--- src/hdl/kst_pkg.sv ---
package kst_pkg;

  // table geometry
  localparam int SLOTS  = 4;
  localparam int SLOT_W = (SLOTS > 1) ? $clog2(SLOTS) : 1;
  localparam int CNT_W  = $clog2(SLOTS + 1);

  // field widths
  localparam int KEY_W = 23;
  localparam int TS_W  = 32;
  localparam int ID_W  = 16;

  // x / 12 for x < 128 as (x * 43) >> 9
  localparam int DIV12_MUL   = 43;
  localparam int DIV12_SHIFT = 9;
  localparam int DIV12_PW    = 13;

  typedef logic [SLOT_W-1:0] slot_idx_t;

  // table update kinds
  typedef enum logic [1:0] {
    UPD_TOUCH,
    UPD_INSERT,
    UPD_DELETE
  } upd_kind_t;

  // search record passed from cell to cell
  typedef struct packed {
    logic             active;
    logic [KEY_W-1:0] key;
    logic             hit_found;
    slot_idx_t        hit_idx;
    logic [ID_W-1:0]  hit_id;
    logic             free_found;
    slot_idx_t        free_idx;
    logic             vic_found;
    slot_idx_t        vic_idx;
    logic [TS_W-1:0]  vic_ts;
    slot_idx_t        vic_rank;
    logic [CNT_W-1:0] nvalid;
  } scan_t;

  // update broadcast to every cell
  typedef struct packed {
    logic             en;
    upd_kind_t        kind;
    slot_idx_t        target;
    logic [KEY_W-1:0] key;
    logic [TS_W-1:0]  ts;
    logic [ID_W-1:0]  id;
    logic             set_rank;
    slot_idx_t        rank;
  } upd_t;

  // cell contents seen by the controller
  typedef struct packed {
    logic            valid;
    logic [ID_W-1:0] id;
    slot_idx_t       rank;
  } stat_t;

  // key: month code, merged site bits, serial number
  function automatic logic [KEY_W-1:0] make_key(input logic [7:0] b0, input logic [7:0] b1,
                                                 input logic [7:0] b2);
    logic [1:0] site;
    site = {b1[1], b1[0] | b0[7]};
    return {b0[6:0], site, b2, b1[7:2]};
  endfunction

  function automatic logic [3:0] div12(input logic [6:0] x);
    logic [DIV12_PW-1:0] p;
    p = DIV12_PW'(x) * DIV12_PW'(DIV12_MUL);
    return 4'(p >> DIV12_SHIFT);
  endfunction

endpackage

--- src/hdl/kst_cell.sv ---
module kst_cell (
  input  logic             clk,
  input  logic             rst,
  input  kst_pkg::slot_idx_t idx,
  input  kst_pkg::scan_t   carry_in,
  output kst_pkg::scan_t   carry_out,
  input  kst_pkg::upd_t    upd,
  output kst_pkg::stat_t   stat
);
  import kst_pkg::*;

  logic             valid;
  slot_idx_t        rank;
  logic [KEY_W-1:0] key;
  logic [TS_W-1:0]  last_ts;
  logic [ID_W-1:0]  id;
  scan_t            scan_next;
  logic             is_target;

  assign is_target = (upd.target == idx);
  assign stat      = '{valid: valid, id: id, rank: rank};

  // fold this slot into the running search
  always_comb begin
    scan_next = carry_in;
    if (valid) begin
      scan_next.nvalid = carry_in.nvalid + CNT_W'(1);
      if (!carry_in.hit_found && key == carry_in.key) begin
        scan_next.hit_found = 1'b1;
        scan_next.hit_idx   = idx;
        scan_next.hit_id    = id;
      end
      if (!carry_in.vic_found || last_ts < carry_in.vic_ts ||
          (last_ts == carry_in.vic_ts && rank < carry_in.vic_rank)) begin
        scan_next.vic_found = 1'b1;
        scan_next.vic_idx   = idx;
        scan_next.vic_ts    = last_ts;
        scan_next.vic_rank  = rank;
      end
    end else if (!carry_in.free_found) begin
      scan_next.free_found = 1'b1;
      scan_next.free_idx   = idx;
    end
  end

  // hand the record to the next cell
  always_ff @(posedge clk) begin
    if (rst) begin
      carry_out.active <= 1'b0;
    end else if (carry_in.active) begin
      carry_out <= scan_next;
    end else begin
      carry_out.active <= 1'b0;
    end
  end

  // valid bit and insertion order
  always_ff @(posedge clk) begin
    if (rst) begin
      valid <= 1'b0;
      rank  <= '0;
    end else if (upd.en) begin
      unique case (upd.kind)
        UPD_INSERT: begin
          if (is_target) begin
            valid <= 1'b1;
            if (upd.set_rank) begin
              rank <= upd.rank;
            end
          end
        end
        UPD_DELETE: begin
          if (is_target) begin
            valid <= 1'b0;
          end else if (valid && rank > upd.rank) begin
            rank <= rank - SLOT_W'(1);
          end
        end
        default: ;
      endcase
    end
  end

  // slot payload
  always_ff @(posedge clk) begin
    if (upd.en && is_target) begin
      if (upd.kind == UPD_INSERT) begin
        key <= upd.key;
        id  <= upd.id;
      end
      if (upd.kind == UPD_INSERT || upd.kind == UPD_TOUCH) begin
        last_ts <= upd.ts;
      end
    end
  end

endmodule

--- src/hdl/keyed_slot_table_lru_core.sv ---
// channel  dir  tdata (low bit up)                                    tuser
// s_*      in   serial_byte0[7:0] serial_byte1[15:8] serial_byte2     mode
//               [23:16] timestamp[55:24] delete_slot[57:56]
// m_*      out  slot_index[1:0] entry_id[17:2] was_hit[18]            -
//               was_evicted[19] fresh_entry[20] year_digit[24:21]
//               month_number[28:25] site_code[31:29] serial_number[45:32]
//               done_ok[46]
// a lookup walks the row of SLOTS cells one cell a cycle; a delete reads its slot directly
// reset: synchronous, clears all valid bits, insertion ranks and the id counter
// a finished result waits in the output register while m_tready is low; one
// more transaction is taken meanwhile and holds at its last step until then
module keyed_slot_table_lru_core (
  input  logic        clk,
  input  logic        rst,
  input  logic        s_tvalid,
  output logic        s_tready,
  input  logic [63:0] s_tdata,   // serial_byte0, serial_byte1, serial_byte2, timestamp,
                                 // delete_slot, zero pad
  input  logic        s_tuser,   // mode
  output logic        m_tvalid,
  input  logic        m_tready,
  output logic [47:0] m_tdata    // slot_index, entry_id, was_hit, was_evicted, fresh_entry,
                                 // year_digit, month_number, site_code, serial_number,
                                 // done_ok, zero pad
);
  import kst_pkg::*;

  localparam logic [1:0] ST_IDLE = 2'd0;
  localparam logic [1:0] ST_SCAN = 2'd1;
  localparam logic [1:0] ST_FIN  = 2'd2;
  localparam logic [1:0] ST_DEL  = 2'd3;

  logic [1:0]      state;
  logic [ID_W-1:0] next_id;

  // captured request
  logic [7:0]      req_b0;
  logic [7:0]      req_b1;
  logic [7:0]      req_b2;
  logic [TS_W-1:0] req_ts;
  logic [1:0]      req_del;

  scan_t           chain [SLOTS+1];
  stat_t           stat  [SLOTS];
  scan_t           pend;
  upd_t            upd;

  logic            accept;
  logic            out_free;
  logic            fin_fire;
  logic            del_fire;
  slot_idx_t       del_idx;
  stat_t           stat_sel;
  logic            del_ok;
  slot_idx_t       fin_target;
  logic [6:0]      mcode;
  logic [3:0]      year;
  logic [6:0]      mrem;

  // result register
  logic [1:0]      r_slot;
  logic [ID_W-1:0] r_id;
  logic            r_hit;
  logic            r_evicted;
  logic            r_fresh;
  logic [3:0]      r_year;
  logic [3:0]      r_month;
  logic [2:0]      r_site;
  logic [13:0]     r_serial;
  logic            r_done;

  assign s_tready = (state == ST_IDLE);
  assign accept   = s_tvalid && s_tready;
  assign out_free = !m_tvalid || m_tready;
  assign fin_fire = (state == ST_FIN) && out_free;
  assign del_fire = (state == ST_DEL) && out_free;

  // launch a lookup into the first cell
  always_comb begin
    chain[0]        = '0;
    chain[0].active = accept && !s_tuser;
    chain[0].key    = make_key(s_tdata[7:0], s_tdata[15:8], s_tdata[23:16]);
  end

  // row of slot cells
  for (genvar i = 0; i < SLOTS; i++) begin : g_cell
    kst_cell u_cell (
      .clk       (clk),
      .rst       (rst),
      .idx       (SLOT_W'(i)),
      .carry_in  (chain[i]),
      .carry_out (chain[i+1]),
      .upd       (upd),
      .stat      (stat[i])
    );
  end

  // delete side
  assign del_idx  = SLOT_W'(req_del);
  assign stat_sel = stat[del_idx];
  assign del_ok   = (int'(req_del) < SLOTS) && stat_sel.valid;

  // lookup decision and field decode
  assign fin_target = pend.hit_found  ? pend.hit_idx :
                      pend.free_found ? pend.free_idx : pend.vic_idx;
  assign mcode      = req_b0[6:0];
  assign year       = div12(mcode);
  assign mrem       = mcode - 7'(year) * 7'd12;

  // table update command
  always_comb begin
    upd = '0;
    if (fin_fire) begin
      upd.en       = 1'b1;
      upd.kind     = pend.hit_found ? UPD_TOUCH : UPD_INSERT;
      upd.target   = fin_target;
      upd.key      = pend.key;
      upd.ts       = req_ts;
      upd.id       = next_id;
      upd.set_rank = pend.free_found;
      upd.rank     = SLOT_W'(pend.nvalid);
    end else if (del_fire && del_ok) begin
      upd.en     = 1'b1;
      upd.kind   = UPD_DELETE;
      upd.target = del_idx;
      upd.rank   = stat_sel.rank;
    end
  end

  // sequencer
  always_ff @(posedge clk) begin
    if (rst) begin
      state <= ST_IDLE;
    end else begin
      unique case (state)
        ST_IDLE: begin
          if (accept) begin
            state <= s_tuser ? ST_DEL : ST_SCAN;
          end
        end
        ST_SCAN: begin
          if (chain[SLOTS].active) begin
            state <= ST_FIN;
          end
        end
        ST_FIN: begin
          if (fin_fire) begin
            state <= ST_IDLE;
          end
        end
        ST_DEL: begin
          if (del_fire) begin
            state <= ST_IDLE;
          end
        end
        default: state <= ST_IDLE;
      endcase
    end
  end

  // request and search capture
  always_ff @(posedge clk) begin
    if (accept) begin
      req_b0  <= s_tdata[7:0];
      req_b1  <= s_tdata[15:8];
      req_b2  <= s_tdata[23:16];
      req_ts  <= s_tdata[55:24];
      req_del <= s_tdata[57:56];
    end
    if (chain[SLOTS].active) begin
      pend <= chain[SLOTS];
    end
  end

  // id counter
  always_ff @(posedge clk) begin
    if (rst) begin
      next_id <= '0;
    end else if (upd.en && upd.kind == UPD_INSERT) begin
      next_id <= next_id + ID_W'(1);
    end
  end

  // output valid
  always_ff @(posedge clk) begin
    if (rst) begin
      m_tvalid <= 1'b0;
    end else if (fin_fire || del_fire) begin
      m_tvalid <= 1'b1;
    end else if (m_tready) begin
      m_tvalid <= 1'b0;
    end
  end

  // output payload
  always_ff @(posedge clk) begin
    if (fin_fire) begin
      r_slot    <= 2'(fin_target);
      r_id      <= pend.hit_found ? pend.hit_id : next_id;
      r_hit     <= pend.hit_found;
      r_evicted <= !pend.hit_found && !pend.free_found;
      r_fresh   <= !pend.hit_found;
      r_year    <= year;
      r_month   <= 4'(mrem) + 4'd1;
      r_site    <= {1'b0, req_b1[1], req_b1[0] | req_b0[7]} + 3'd1;
      r_serial  <= {req_b2, req_b1[7:2]};
      r_done    <= 1'b1;
    end else if (del_fire) begin
      r_slot    <= req_del;
      r_id      <= del_ok ? stat_sel.id : '0;
      r_hit     <= 1'b0;
      r_evicted <= 1'b0;
      r_fresh   <= 1'b0;
      r_year    <= '0;
      r_month   <= '0;
      r_site    <= '0;
      r_serial  <= '0;
      r_done    <= del_ok;
    end
  end

  assign m_tdata = {1'b0, r_done, r_serial, r_site, r_month, r_year,
                    r_fresh, r_evicted, r_hit, r_id, r_slot};

  // checks
  a_scan_end_in_scan: assert property (@(posedge clk) disable iff (rst)
    chain[SLOTS].active |-> state == ST_SCAN)
    else $error("search record left the row outside a lookup");

  a_accept_busy: assert property (@(posedge clk) disable iff (rst)
    accept |=> state != ST_IDLE)
    else $error("accepted transaction did not start work");

  a_id_step: assert property (@(posedge clk) disable iff (rst)
    (upd.en && upd.kind == UPD_INSERT) |=> next_id == $past(next_id) + ID_W'(1))
    else $error("id counter did not advance on insert");

  a_delete_valid: assert property (@(posedge clk) disable iff (rst)
    (upd.en && upd.kind == UPD_DELETE) |-> stat[upd.target].valid)
    else $error("delete issued for an empty slot");

endmodule
--- config.mk ---
export PLATFORM = sky130hd
export DESIGN_NAME = keyed_slot_table_lru_core
export DESIGN_NICKNAME = d
export VERILOG_FILES = /design/src/hdl/kst_pkg.sv /design/src/hdl/kst_cell.sv /design/src/hdl/keyed_slot_table_lru_core.sv
export SDC_FILE = /design/constraint.sdc
export NUM_CORES = 1
export LEC_CHECK = 0
export BUFFER_PORTS_ARGS = -buffer_cell sky130_fd_sc_hd__buf_2
export CAP_MARGIN = 40
export CORE_UTILIZATION = 40
export CTS_CLUSTER_SIZE = 30
export DETAILED_ROUTE_END_ITERATION = 8
export PLACE_DENSITY = 0.62
export SYNTH_ARGS = -nofsm -noshare
export SYNTH_HDL_FRONTEND = slang
export SYNTH_SLANG_ARGS = --single-unit
--- constraint.sdc ---
create_clock -name clk -period 7.65 [get_ports clk]
set_input_delay 0.3825 -clock clk [delete_from_list [all_inputs] [get_ports clk]]
set_output_delay 0.3825 -clock clk [all_outputs]
set_load 0.1 [all_outputs]
# Word-level counts from Yosys, hierarchy flattened
# Index checks and enable logic that the tools add are counted.
dict set report totals {
  n_memories 0
  latch_bits 0
  inputBits 69
  romBits 0
  ff_bits 777
  ramBits 0
  out_inout_bits 50
}
dict set report op_classes {
  add_sub_neg 11
  muxes 90
  magnitude_cmp 11
  n_bitwise 4
  div_mod_pow 0
  n_mul 2
  shifts 0
  n_reduce_logical 68
  n_eq_ne 36
}
# operator n
set op_table {}
lappend op_table {{19-bit 2-to-1 mux} 9}
lappend op_table {{40-bit 2-to-1 mux} 3}
lappend op_table {{32-bit equality test} 3}
lappend op_table {{32-bit < comparator} 3}
lappend op_table {{23-bit equality test} 4}
lappend op_table {{37-bit 2-to-1 mux} 2}
lappend op_table {{72-bit 2-to-1 mux} 1}
lappend op_table {{16-bit 2-to-1 mux} 4}
lappend op_table {{2-bit 2-to-1 mux} 27}
lappend op_table {{39-bit 2-to-1 mux} 1}
lappend op_table {{19-bit binary-select mux with 2-bit select} 1}
lappend op_table {{36-bit 2-to-1 mux} 1}
lappend op_table {{2-bit by 1-bit != test with 1-bit output, second input constant} 15}
lappend op_table {{14-bit 2-to-1 mux} 2}
lappend op_table {{2-bit AND reduction} 13}
lappend op_table {{6-bit AND reduction} 4}
lappend op_table {{1-bit logical AND} 21}
lappend op_table {{4-bit AND reduction} 5}
lappend op_table {{1-bit 2-to-1 mux} 19}
lappend op_table {{3-bit 2-to-1 mux} 6}
lappend op_table {{16-bit by 1-bit adder with 16-bit output, second input constant} 1}
lappend op_table {{2-bit case mux with 2 select lines} 4}
lappend op_table {{7-bit by 6-bit multiplier with 13-bit output, second input constant} 1}
lappend op_table {{4-bit 2-to-1 mux} 3}
lappend op_table {{other kinds (22)} 69}

# Depth between registers and ports, before layout
dict set report depth {
  depth_word 12
  depth_mapped 17
}

# Modules after synthesis
# Synthesis repeated with hierarchy kept, for this count alone.
dict set report hier_totals {
  cells_unflattened 2248
  hier_area_um2 35920.7
}
# module seq_area_each_um2 cells_each n_inst area_each_um2
set modules_own_cells {}
lappend modules_own_cells {kst_cell 4764.6 420 4 6999.2}
lappend modules_own_cells {keyed_slot_table_lru_core 4994.8 568 1 7923.8}

# Worst setup path before layout
# Ideal clock, no wire load.
dict set report synth_path {
  kind {register to register}
  from {register state[0]}
  to {register g_cell[0].u_cell.carry_out[0] (netlist bit), enable pin}
  stages_incl_launch_ff 5
  t_required_ns 7.045
  path_slack_ns -0.299
  n_path_buf 1
  t_arrival_ns 7.344
  setup_time_ns 0.605
  cell_sequence {dfxtp_1 > clkbuf_1 > nor2_1 > nand2_1 > nor3_1}
}
dict set report synth_via {
  elab_chain_cells 4
}
# element line
set synth_rtl {}
lappend synth_rtl {{start, declared} keyed_slot_table_lru_core.sv:33} ;# logic [1:0] state;
lappend synth_rtl {{start signal, assigned} keyed_slot_table_lru_core.sv:138} ;# state <= s_tuser ? ST_DEL : ST_SCAN;
lappend synth_rtl {{2-bit zero test} keyed_slot_table_lru_core.sv:72} ;# assign s_tready = (state == ST_IDLE);
lappend synth_rtl {{named net s_tready} keyed_slot_table_lru_core.sv:16} ;# output logic s_tready,
lappend synth_rtl {{1-bit logical AND} keyed_slot_table_lru_core.sv:73} ;# assign accept = s_tvalid && s_tready;
lappend synth_rtl {{1-bit logical AND} keyed_slot_table_lru_core.sv:81} ;# chain[0].active = accept && !s_tuser;
lappend synth_rtl {{2-bit AND reduction (no line)} -}
lappend synth_rtl {{end signal, assigned} kst_cell.sv:51} ;# carry_out <= scan_next;
lappend synth_rtl {{end, declared} kst_cell.sv:6} ;# output kst_pkg::scan_t carry_out,
# The timed path passes the listed nets, and every way through them passes these cells.
# A chain may end at the register's enable or synchronous reset.

# Worst setup path after layout
dict set report layout_path {
  from {register req_b0[2]}
  to {register r_month[3], data pin}
}
dict set report layout_via {
  elab_chain_cells 5
}
# element line
set layout_rtl {}
lappend layout_rtl {{start, declared} keyed_slot_table_lru_core.sv:37} ;# logic [7:0] req_b0;
lappend layout_rtl {{start signal, assigned} keyed_slot_table_lru_core.sv:164} ;# req_b0 <= s_tdata[7:0];
lappend layout_rtl {{7-bit by 6-bit multiplier with 13-bit output} kst_pkg.sv:72} ;# p = DIV12_PW'(x) * DIV12_PW'(DIV12_MUL);
lappend layout_rtl {{4-bit by 2-bit multiplier with 2-bit output} keyed_slot_table_lru_core.sv:108} ;# assign mrem = mcode - 7'(year) * 7'd12;
lappend layout_rtl {{4-bit subtractor (*)} keyed_slot_table_lru_core.sv:108}
lappend layout_rtl {{4-bit by 1-bit adder with 4-bit output (*)} keyed_slot_table_lru_core.sv:204} ;# r_month <= 4'(mrem) + 4'd1;
lappend layout_rtl {{4-bit 2-to-1 mux (*)} keyed_slot_table_lru_core.sv:197} ;# if (fin_fire) begin
lappend layout_rtl {{end signal, assigned} keyed_slot_table_lru_core.sv:204}
lappend layout_rtl {{end, declared} keyed_slot_table_lru_core.sv:67} ;# logic [3:0] r_month;
# Mark *: on every way between the ends. The rest lies on a longest branch, timed or not.

==> metrics <==
status=finished, final reports clean; CP Launch Type=register; Comb power frac=around 6.4%; syn nets=2379; Num CTS Buffers=just over 80; DR vias/cell=between 5 and 6; synthesized flop and latch total=763; share of flip-flops with an asynchronous set or reset=0%; Crit path largest cell delay=about 530 ps; Netlist cell types=between 70 and 80; sequential power share=between 50% and 60%; fin area=approximately 0.038 mm²; final slew viol count=0; Seq/Total Area, Yosys=between 60 and 70%; Die Span X=between 200 and 300 µm; Max-cap violations=0; Slew HR=roughly two fifths; Req. time, crit path=8000 ps; Synth Instances=2162; drt drc=0; Crit-path slowest cell=fa_1; Fin. Hold Viols=0; Period minus WS final=approximately 4400 ps; n_diodes=0; Hold Crit Class=primary input to register; first drt pass iteration count=5; Clock Tree Buf Depth=3; GPL Wtd Cong=~0.82; total track usage=a little under a fifth; worst slew pin tran=between 900 and 1000 ps; crit-path max FO=5; Root Buffer=clkbuf_16; P&R area growth vs syn=15.7%; Overflow after GRT=0; CP endpoint=r_month[3]$_SDFFCE_PN0P_; Initial Utilization=approximately 40%; Sw Pwr=about 2.1 mW; RSZ-0062 raised after global routing=no; Cell Area, Placed=0.0345 mm²; first-pass GRT wire length=~120 mm; commonest non-fill, non-tap cell in the layout=edfxtp_1; crit path DAT=about 4700 ps; Critical path origin=req_b0[2]$_DFFE_PP_; vias in the first global route=19406; Die Span Y=between 200 and 300 µm; routed vias=18647; start-to-end type of the worst setup path=register to register; total wire length=76.6 mm; Post-synth EDFFs=roughly 730; IO Pins=about 120; Sw Ratio=about 23%; drt wl/cell=about 22 µm; DRT iter0 DRCs=~1200; clock power share=around 43%; clock-pin slew of the registers on the worst-case setup and hold paths=about 60 ps; leakage=13.5 nW; Seq. cell area=~0.023 mm²; Fmax=about 0.23 GHz; setup bufs post-CTS=0; cts-stage hold buffer count=54; die area=around 0.083 mm²; CTS sink count=approximately 760; Post-CTS Resized=0; CP Cell Sequence=ha_1, fa_1, inv_1, fa_1, inv_1, ha_1, a21oi_1, o211ai_1, a21oi_1, xor2_1, ha_1, inv_1, ha_1, xnor2_1, xnor2_1, xnor2_1, nor2_1; internal power=7.22 mW; # rows=around 100; clock skew=31.7 ps; count of final setup violators=0; hpwl dp=around 47 mm; setup tns final=0 ps; Post-Syn Area per Cell=between 15 and 20 µm²; Final ANT Viol Nets=0; final worst path period share=57.2%; CP most frequent cell=ha_1; R2R Setup Slk=between 3000 and 4000 ps; final-stage net count=roughly 2600; Multi-input gate area=0.00917 mm²; Fillers=6945; r2r startpoint=req_b0[2]$_DFFE_PP_; Mapped Area=approximately 0.033 mm²; H-tree depth=3; PortBufs=111; WHS=5.75 ps; Post-synth top flop=edfxtp_1; initial antenna violation count=0; Setup crit end kind=register; Max VDD drop=approximately 0.18 mV; proportion of layout cells with a drive suffix above 1=between 15 and 20%; Synthesis Warnings=0; CTS tree=yes; commonest non-fill, non-tap cells in the layout=edfxtp_1 (727), ha_1 (142), inv_1 (138); Core Area=~0.081 mm²; Worst-Skew Late Latency=640 ps; pwr dens=247 mW/mm²; Worst Reg2Reg Path Length in Cells=17; RR Endpoint=r_month[3]$_SDFFCE_PN0P_; largest net degree at the start of global routing=68
per-stage QoR:
step | setup WS [ps] | cells | utilization, % | power (mW)
after floorplan | 2050 | 2162 | - | 5.18
after global placement | 3190 | 3274 | 42.7 | 5.34
after detailed placement | 3270 | 3279 | 42.8 | 5.35
after CTS | 3250 | 3487 | 46.8 | 9.42
after global routing | 3030 | 3487 | 46.8 | 9.63
final | 3270 | 3487 | 46.8 | 9.33
state kept, by name, summed over array words and instances (netlist names), 3 cells and up:
name,cells
g_cell.u_cell.rank,8
g_cell.u_cell.valid,4
req_b0,8
g_cell.u_cell.last_ts,128
req_ts,32
r_site,3
r_serial,14
req_b1,8
next_id,16
g_cell.u_cell.carry_out,294
g_cell.u_cell.id,64
r_id,16
r_year,4
r_month,4
req_b2,8
g_cell.u_cell.key,92
pend,49
power by group through the flow:
stage / Clock (mW) / Combinational (mW) / Sequential (mW)
after floorplan: 0 / 0.323 / 4.86
after global placement: 0 / 0.573 / 4.77
after detailed placement: 0 / 0.580 / 4.77
after CTS: 4.13 / 0.606 / 4.68
after global routing: 4.29 / 0.652 / 4.69
final: 4.05 / 0.598 / 4.68
logic make-up after synthesis:
group | after synthesis | synth area share, %
adders and majority gates | 148 | 5.82
buffers and inverters | 234 | 3.00
DFF | 763 | 69.2
other | 1 | 0.0115
AOI/OAI and AO/OA | 264 | 5.52
xor gates and xnor gates | 118 | 3.17
and+or+nand+nor | 508 | 8.39
muxes | 126 | 4.92
per-layer routing:
metal  GRT usage (%)  up-vias  part of all wire (%)
li1                -     8577                     -
met1            24.5     9454                    43
met2            31.9      504                    50
met3            2.90      112                   4.8
met4            5.60        0                   2.3
met5               0        -                     0
critical path, delay by kind of cell, from the launching register on:
| family | cells | cell delay, ps |
|---|---|---|
| adder cells (fa/ha/maj) | 6 | 2120 |
| XOR/XNOR | 4 | 640 |
| AO/OA/AOI/OAI | 3 | 600 |
| flip-flops | 1 | 510 |
| buffers and inverters | 3 | 160 |
| AND/OR/NAND/NOR | 1 | 50 |
final cells by class:
type / instances / share of cell area, %
well taps: 1060 / 3.51
clock inverters: 55 / 1.56
clock buffers: 99 / 5.69
inverters: 142 / 1.41
flip-flops and latches: 763 / 59.8
repair buffers: 203 / 3.77
multi-input cells: 1165 / 24.3
cells in the mapped netlist, types with 8 or more instances:
master    instances  area [µm²]
nand3_1          42         210
mux2_2           73         822
xnor2_1          54         473
and3_1           92         576
mux4_2           19         428
inv_1           141         529
nor3_1           20         100
nor2_1           98         368
xor2_1           64         561
nand4_1          36         225
nor4_1           24         150
dfxtp_1          36         721
buf_6             8        90.1
nand2b_1         17         106
a21oi_1          81         405
buf_2            10        50.1
nor2b_1          15        93.8
o311ai_0         34         298
and2_1           52         325
clkbuf_1         63         236
mux2_1           11         124
o211ai_1         40         300
o21ai_0          41         205
nand2_1          81         304
edfxtp_1        727       21800
mux2i_1          23         230
a21o_1           12        90.1
ha_1            142        1780
how the worst min path moves through the flow:
| stage | startpoint | endpoint | slack [ps] | cells after the start |
|---|---|---|---|---|
| CTS | s_tdata[5] | g_cell[0].u_cell.carry_out[83]$_DFFE_PP_ | 0.8 | 1 |
| global route | s_tdata[5] | g_cell[0].u_cell.carry_out[83]$_DFFE_PP_ | 4 | 1 |
| finish | s_tdata[5] | g_cell[0].u_cell.carry_out[83]$_DFFE_PP_ | 6 | 1 |
| global placement | g_cell[3].u_cell.carry_out[59]$_DFFE_PP_ | pend[59]$_DFFE_PP_ | 400 | 0 |
| floorplan | g_cell[3].u_cell.carry_out[0]$_DFFE_PP_ | pend[0]$_DFFE_PP_ | 400 | 0 |
| detailed placement | g_cell[3].u_cell.carry_out[42]$_SDFFCE_PN1P_ | pend[42]$_DFFE_PP_ | 400 | 0 |
(Power assumes the default switching activity.)
